File: src/dmp_pkg.sv
// shared types, constants and codes for the device memory placement core
`default_nettype none

package dmp_pkg;

	// field widths fixed by the transaction format
	localparam int CMD_W     = 2;
	localparam int BACKEND_W = 2;
	localparam int DEV_W     = 4;
	localparam int AMOUNT_W  = 40;
	localparam int JOB_W     = 8;
	localparam int STATUS_W  = 2;

	// default sizing of the core
	localparam int MAX_DEVICES_DEF  = 16;
	localparam int NUM_BACKENDS_DEF = 4;
	localparam int MEM_BITS_DEF     = 40;

	// command codes
	localparam logic [CMD_W-1:0] CMD_CLEAR = 2'd0;
	localparam logic [CMD_W-1:0] CMD_ADD   = 2'd1;
	localparam logic [CMD_W-1:0] CMD_PLACE = 2'd2;

	// result status codes
	localparam logic [STATUS_W-1:0] ST_OK        = 2'd0;
	localparam logic [STATUS_W-1:0] ST_NO_DEVICE = 2'd1;
	localparam logic [STATUS_W-1:0] ST_NO_MEMORY = 2'd2;
	localparam logic [STATUS_W-1:0] ST_FULL      = 2'd3;

	// request transaction
	typedef struct packed {
		logic [CMD_W-1:0]     cmd;
		logic [BACKEND_W-1:0] backend;
		logic [DEV_W-1:0]     device_id;
		logic [AMOUNT_W-1:0]  amount;
		logic [JOB_W-1:0]     job_id;
	} req_t;

	// response transaction
	typedef struct packed {
		logic [STATUS_W-1:0] status;
		logic [DEV_W-1:0]    placed_device;
		logic [JOB_W-1:0]    placed_job;
		logic [AMOUNT_W-1:0] remaining;
	} rsp_t;

	// controller states
	typedef enum logic [3:0] {
		S_IDLE,
		S_DECODE,
		S_LOAD,
		S_INSERT,
		S_TRY,
		S_SORT,
		S_TOP,
		S_WRITE,
		S_RESP
	} dmp_state_t;

	// commands from controller to datapath
	typedef struct packed {
		logic capture;
		logic decode;
		logic load_step;
		logic insert;
		logic try_place;
		logic sort_step;
		logic top_place;
		logic write_step;
		logic respond;
	} dmp_ctl_t;

	// status from datapath to controller
	typedef struct packed {
		logic is_add;
		logic is_place;
		logic add_reject;
		logic place_reject;
		logic load_done;
		logic sort_done;
		logic write_done;
		logic fit;
		logic pos_last;
		logic placed;
		logic out_free;
	} dmp_sts_t;

endpackage

`default_nettype wire

File: src/dmp_ctrl.sv
// controller: sequences load, insert, place, sort and write-back per transaction
`default_nettype none

module dmp_ctrl (
	input  logic              clk,
	input  logic              arst_n,
	input  logic              req_valid,
	output logic              req_stall,
	input  dmp_pkg::dmp_sts_t sts,
	output dmp_pkg::dmp_ctl_t ctl
);
	import dmp_pkg::*;

	dmp_state_t state_q;
	dmp_state_t state_d;

	// state register
	always_ff @(posedge clk or negedge arst_n) begin
		if (!arst_n) begin
			state_q <= S_IDLE;
		end else begin
			state_q <= state_d;
		end
	end

	// next state
	always_comb begin
		state_d = state_q;
		unique case (state_q)
			S_IDLE: begin
				if (req_valid) begin
					state_d = S_DECODE;
				end
			end
			S_DECODE: begin
				priority if (sts.is_add && !sts.add_reject) begin
					state_d = S_LOAD;
				end else if (sts.is_place && !sts.place_reject) begin
					state_d = S_LOAD;
				end else begin
					state_d = S_RESP;
				end
			end
			S_LOAD: begin
				if (sts.load_done) begin
					state_d = sts.is_add ? S_INSERT : S_TRY;
				end
			end
			S_INSERT: begin
				state_d = S_WRITE;
			end
			S_TRY: begin
				state_d = (sts.fit && !sts.pos_last) ? S_WRITE : S_SORT;
			end
			S_SORT: begin
				if (sts.sort_done) begin
					state_d = sts.placed ? S_WRITE : S_TOP;
				end
			end
			S_TOP: begin
				state_d = S_WRITE;
			end
			S_WRITE: begin
				if (sts.write_done) begin
					state_d = S_RESP;
				end
			end
			S_RESP: begin
				if (sts.out_free) begin
					state_d = S_IDLE;
				end
			end
			default: begin
				state_d = S_IDLE;
			end
		endcase
	end

	// datapath commands
	always_comb begin
		ctl            = '0;
		ctl.capture    = (state_q == S_IDLE) && req_valid;
		ctl.decode     = state_q == S_DECODE;
		ctl.load_step  = state_q == S_LOAD;
		ctl.insert     = state_q == S_INSERT;
		ctl.try_place  = state_q == S_TRY;
		ctl.sort_step  = state_q == S_SORT;
		ctl.top_place  = state_q == S_TOP;
		ctl.write_step = state_q == S_WRITE;
		ctl.respond    = (state_q == S_RESP) && sts.out_free;
		req_stall      = state_q != S_IDLE;
	end

endmodule

`default_nettype wire

File: config.mk
export PLATFORM = sky130hd
export DESIGN_NAME = dmp_ctrl
export DESIGN_NICKNAME = d
export VERILOG_FILES = /design/src/dmp_pkg.sv /design/src/dmp_ctrl.sv
export SDC_FILE = /design/constraint.sdc
export NUM_CORES = 1
export LEC_CHECK = 0
export ABC_AREA = 0
export BUFFER_PORTS_ARGS = -buffer_cell sky130_fd_sc_hd__buf_4
export CORE_AREA = 5 5 42 44
export DETAILED_ROUTE_END_ITERATION = 6
export DIE_AREA = 0 0 47 49
export SLEW_MARGIN = 20
export SYNTH_ARGS = -nofsm -noshare
export SYNTH_HDL_FRONTEND = slang
export SYNTH_SLANG_ARGS = --single-unit
export TNS_END_PERCENT = 10
File: constraint.sdc
create_clock -name clk -period 1.56 [get_ports clk]
set_input_delay 0.234 -clock clk [delete_from_list [all_inputs] [get_ports clk]]
set_output_delay 0.234 -clock clk [all_outputs]
set_load 0.05 [all_outputs]
# Word-level counts from Yosys, hierarchy flattened
# Cells that the tools add are included.
totals:
  wordCells: 37
  reg_bits: 4
  input_bits: 14
classes:
  n_eq_ne: 13
  muxes: 11
  reduce_logical: 12
op_table:
  columns: ["op", "n"]
  rows:
  - ["one-hot mux 4 bit (8 select lines)", 1]
  - ["2-to-1 mux 4 bit", 7]
  - ["equality test 4 x 3 -> 1 bit, second input constant", 4]
  - ["inequality test 2 bit, second input constant", 5]
  - ["equality test 4 x 2 -> 1 bit, second input constant", 2]
  - ["logical AND 1 bit", 5]
  - ["AND reduction 5 bit", 1]
  - ["equality test 4 x 1 -> 1 bit, second input constant", 1]
  - ["equality test 4 bit, second input constant", 1]
  - ["zero test 4 bit", 1]
  - ["nonzero test 4 bit", 1]
  - ["zero test 1 bit", 3]
  - ["2-to-1 mux 3 bit", 1]
  - ["2-to-1 mux 2 bit", 1]
  - ["OR reduction 2 bit", 1]
  - ["2-to-1 mux 1 bit", 1]

# Depth between registers and ports, before layout
logic_depth:
  word_depth: 5
  depth_mapped: 5

# Worst setup path before layout
# No wires, ideal clock.
synth_path:
  path_kind: "register to output"
  from: "register state_q[2]"
  to: "output port ctl[4] (netlist name)"
  stages_incl_launch_ff: 5
  arrival_time_ps: 1913
  t_required_ps: 1326
  path_slack_ps: -587
  cell_sequence: "dfrtp_1 > buf_6 > clkbuf_1 > nand2_1 > nor3_1"
synth_rtl:
  columns: ["element", "line_no", "text"]
  rows:
  - ["from (decl)", "dmp_ctrl.sv:14", "dmp_state_t state_q;"]
  - ["from (signal assigned)", "dmp_ctrl.sv:22", "state_q <= state_d;"]
  - ["to (decl)", "dmp_ctrl.sv:10", "output dmp_pkg::dmp_ctl_t ctl"]

==> metrics.txt <==
Cell Chain, Critical Path nand2b_1 -> buf_4 -> nor3_2 -> buf_6; final worst setup slack -0.0108 ns; number of DRC markers in iteration 0 5; most frequent cells in the layout 24 x buf_4, 9 x buf_6, 6 x nand2_1, 4 x nor2_2; CP Class reg2out; Finished Layout Cells 107; initial core utilization 30.7%; status finished with violations; post-layout min period 1.57 ns; number of global-route vias before repair 556; Largest regs state_q: 4 flops; final setup fails 1; PwrDens 2170 nW/um^2; post-CTS setup buffer count 0; RSZ-0062 raised after global routing true; clock transition at the registers of the reported paths 0.04 ns; initial antenna violation count 0; max-slew violations 0; Ys Warns 0; Reg area 101 sq um; Critical Path Max Stage Delay 0.47 ns; Core Box Area 1400 sq um; EDFF count, synth 0; Bufs on Longest Clock Path 2; die area 2300 sq um; MaxCap Viol Count 0; Mapped Cells 58; dpl ws -0.0214 ns; largest net degree at the start of global routing 11; clock sinks 4; fillers 144; via count 548; nets@finish 107; multi-input logic area 380 sq um; LEAKAGE 0.000381 uW; Die Width 47 um; Post-synth top flop dfrtp_1; Largest Register state_q; part of the cycle the worst path needs 101%; commonest non-fill, non-tap cell in the layout buf_4; Setup crit start kind flip-flop; total power 1830 uW; Wirelength per Cell 12.2 um; VDD IR max 1150 uV; Die H 49 um; Area Overhead vs Synth 96.8%; Vias per Instance 5.12; FMAX 637 MHz; layout cell share with drive strength beyond 1 59.3%; drt first pass iters 2; Fin. Hold Viols 0; Hold Path Class in2async; syn nets 72; port bufs 23; Final HPWL DP 1.05 mm; number of cell rows 14; Diodes inserted 0; grt ovf 0; Syn Area/Cell 7.42 sq um; CP max-delay cell dfrtp_2; TritonCTS clock tree yes; final WL 1.30 mm; Root Buffer clkbuf_4; clk_lat worst skew 0.23 ns; sequential-to-total area share from yosys stat 23.3%; Post-Route Skew 0.000525 ns; failing checks setup timing; Routed Antenna Nets 0; FF+latch count, synth 4; total global-route track usage 13.0%; CP Data Required Time 1.33 ns; Crit. End Element output port; Placer Congestion 0.793; crit path max fanout 10; asr flop ratio synth 100%; CP Data Arrival Time 1.34 ns; global-route wire length before repair 2.28 mm; Remaining DRCs 0; Slew HR 75.7%; H-tree depth 1; Yosys cell types 32; number of buffers created by CTS 3; mapped cell area 430 sq um; I/O pins 24; Post-Place Cells 103; worst hold slack 0.333 ns; Worst-Margin Slew 0.356 ns; max FFs per register 4
## cell families after synthesis
logic type             share of synthesized area, %
multiplexers                                   2.62
AND/OR/NAND/NOR                                43.3
flip-flops                                     23.3
buffers and inverters                          8.72
AO/OA/AOI/OAI                                  22.1
## where the power goes
| part | total, uW | leakage [uW] | switching, uW | internal [uW] |
|---|---|---|---|---|
| registers | 224 | 0.0000472 | 65.4 | 159 |
| clock network | 128 | 0.0000138 | 42.1 | 86.0 |
| logic | 1480 | 0.000320 | 869 | 612 |
## Yosys cell counts, drive strengths merged (2+ instances only)
master   number  area [sq um]
buf           2          15.0
nor4          2          12.5
nand2b        2          12.5
clkbuf        3          11.3
nor2          7          28.8
o21ai         2          10.0
a21oi         3          26.3
nand2         7          26.3
a2111oi       2          17.5
dfrtp         4           100
nor3          5          25.0
inv           3          11.3
## per-layer routing
layer | track usage (%) | part of all wire, %
met3 | 3.69 | 4.2
met1 | 15.7 | 42
met4 | 4.15 | 0
met5 | 0 | 0
met2 | 21.3 | 54
## through the flow
stage	setup TNS (ns)	instance area, sq um	utilization (%)
global placement	0	743	53.0
CTS	-0.0625	816	58.2
global route	-0.316	847	60.4
floorplan	-0.287	497	-
finish	-0.0108	847	60.4
detailed placement	-0.0214	743	53.0
## timing repair
action | CTS | global route
hold endpoints to repair | 4 | 0
pin swaps | 3 | 3
hold buffers | 1 | 0
endpoints found under the setup margin | 9 | 11
resized for setup | 13 | 8
## cell type report
cell class | count | area share, %
sequential | 4 | 12.0
timing repair buffer | 35 | 36.2
inverter | 3 | 1.92
clock buffer | 3 | 2.66
multi-input combinational | 46 | 44.9
tap | 16 | 2.36
## critical path: cells and delay by family (launching register included)
kind / cells / cell delay (ns)
flip-flops: 1 / 0.47
buffers and inverters: 2 / 0.33
AND/OR/NAND/NOR: 2 / 0.30
## final timing paths
path,endpoint,depth (start not counted),slack (ns),startpoint
setup / recovery,ctl[7],4,-0.01,state_q[1]
hold / removal,state_q[1],2,0.33,arst_n
setup reg to reg,state_q[0],4,0.01,state_q[2]
hold reg to reg,state_q[3],4,0.68,state_q[0]
max in group asynchronous,state_q[1],2,1.12,arst_n
min in group clk,state_q[1],4,0.38,sts[3]
Note: power is estimated with default switching activity, not from simulation.
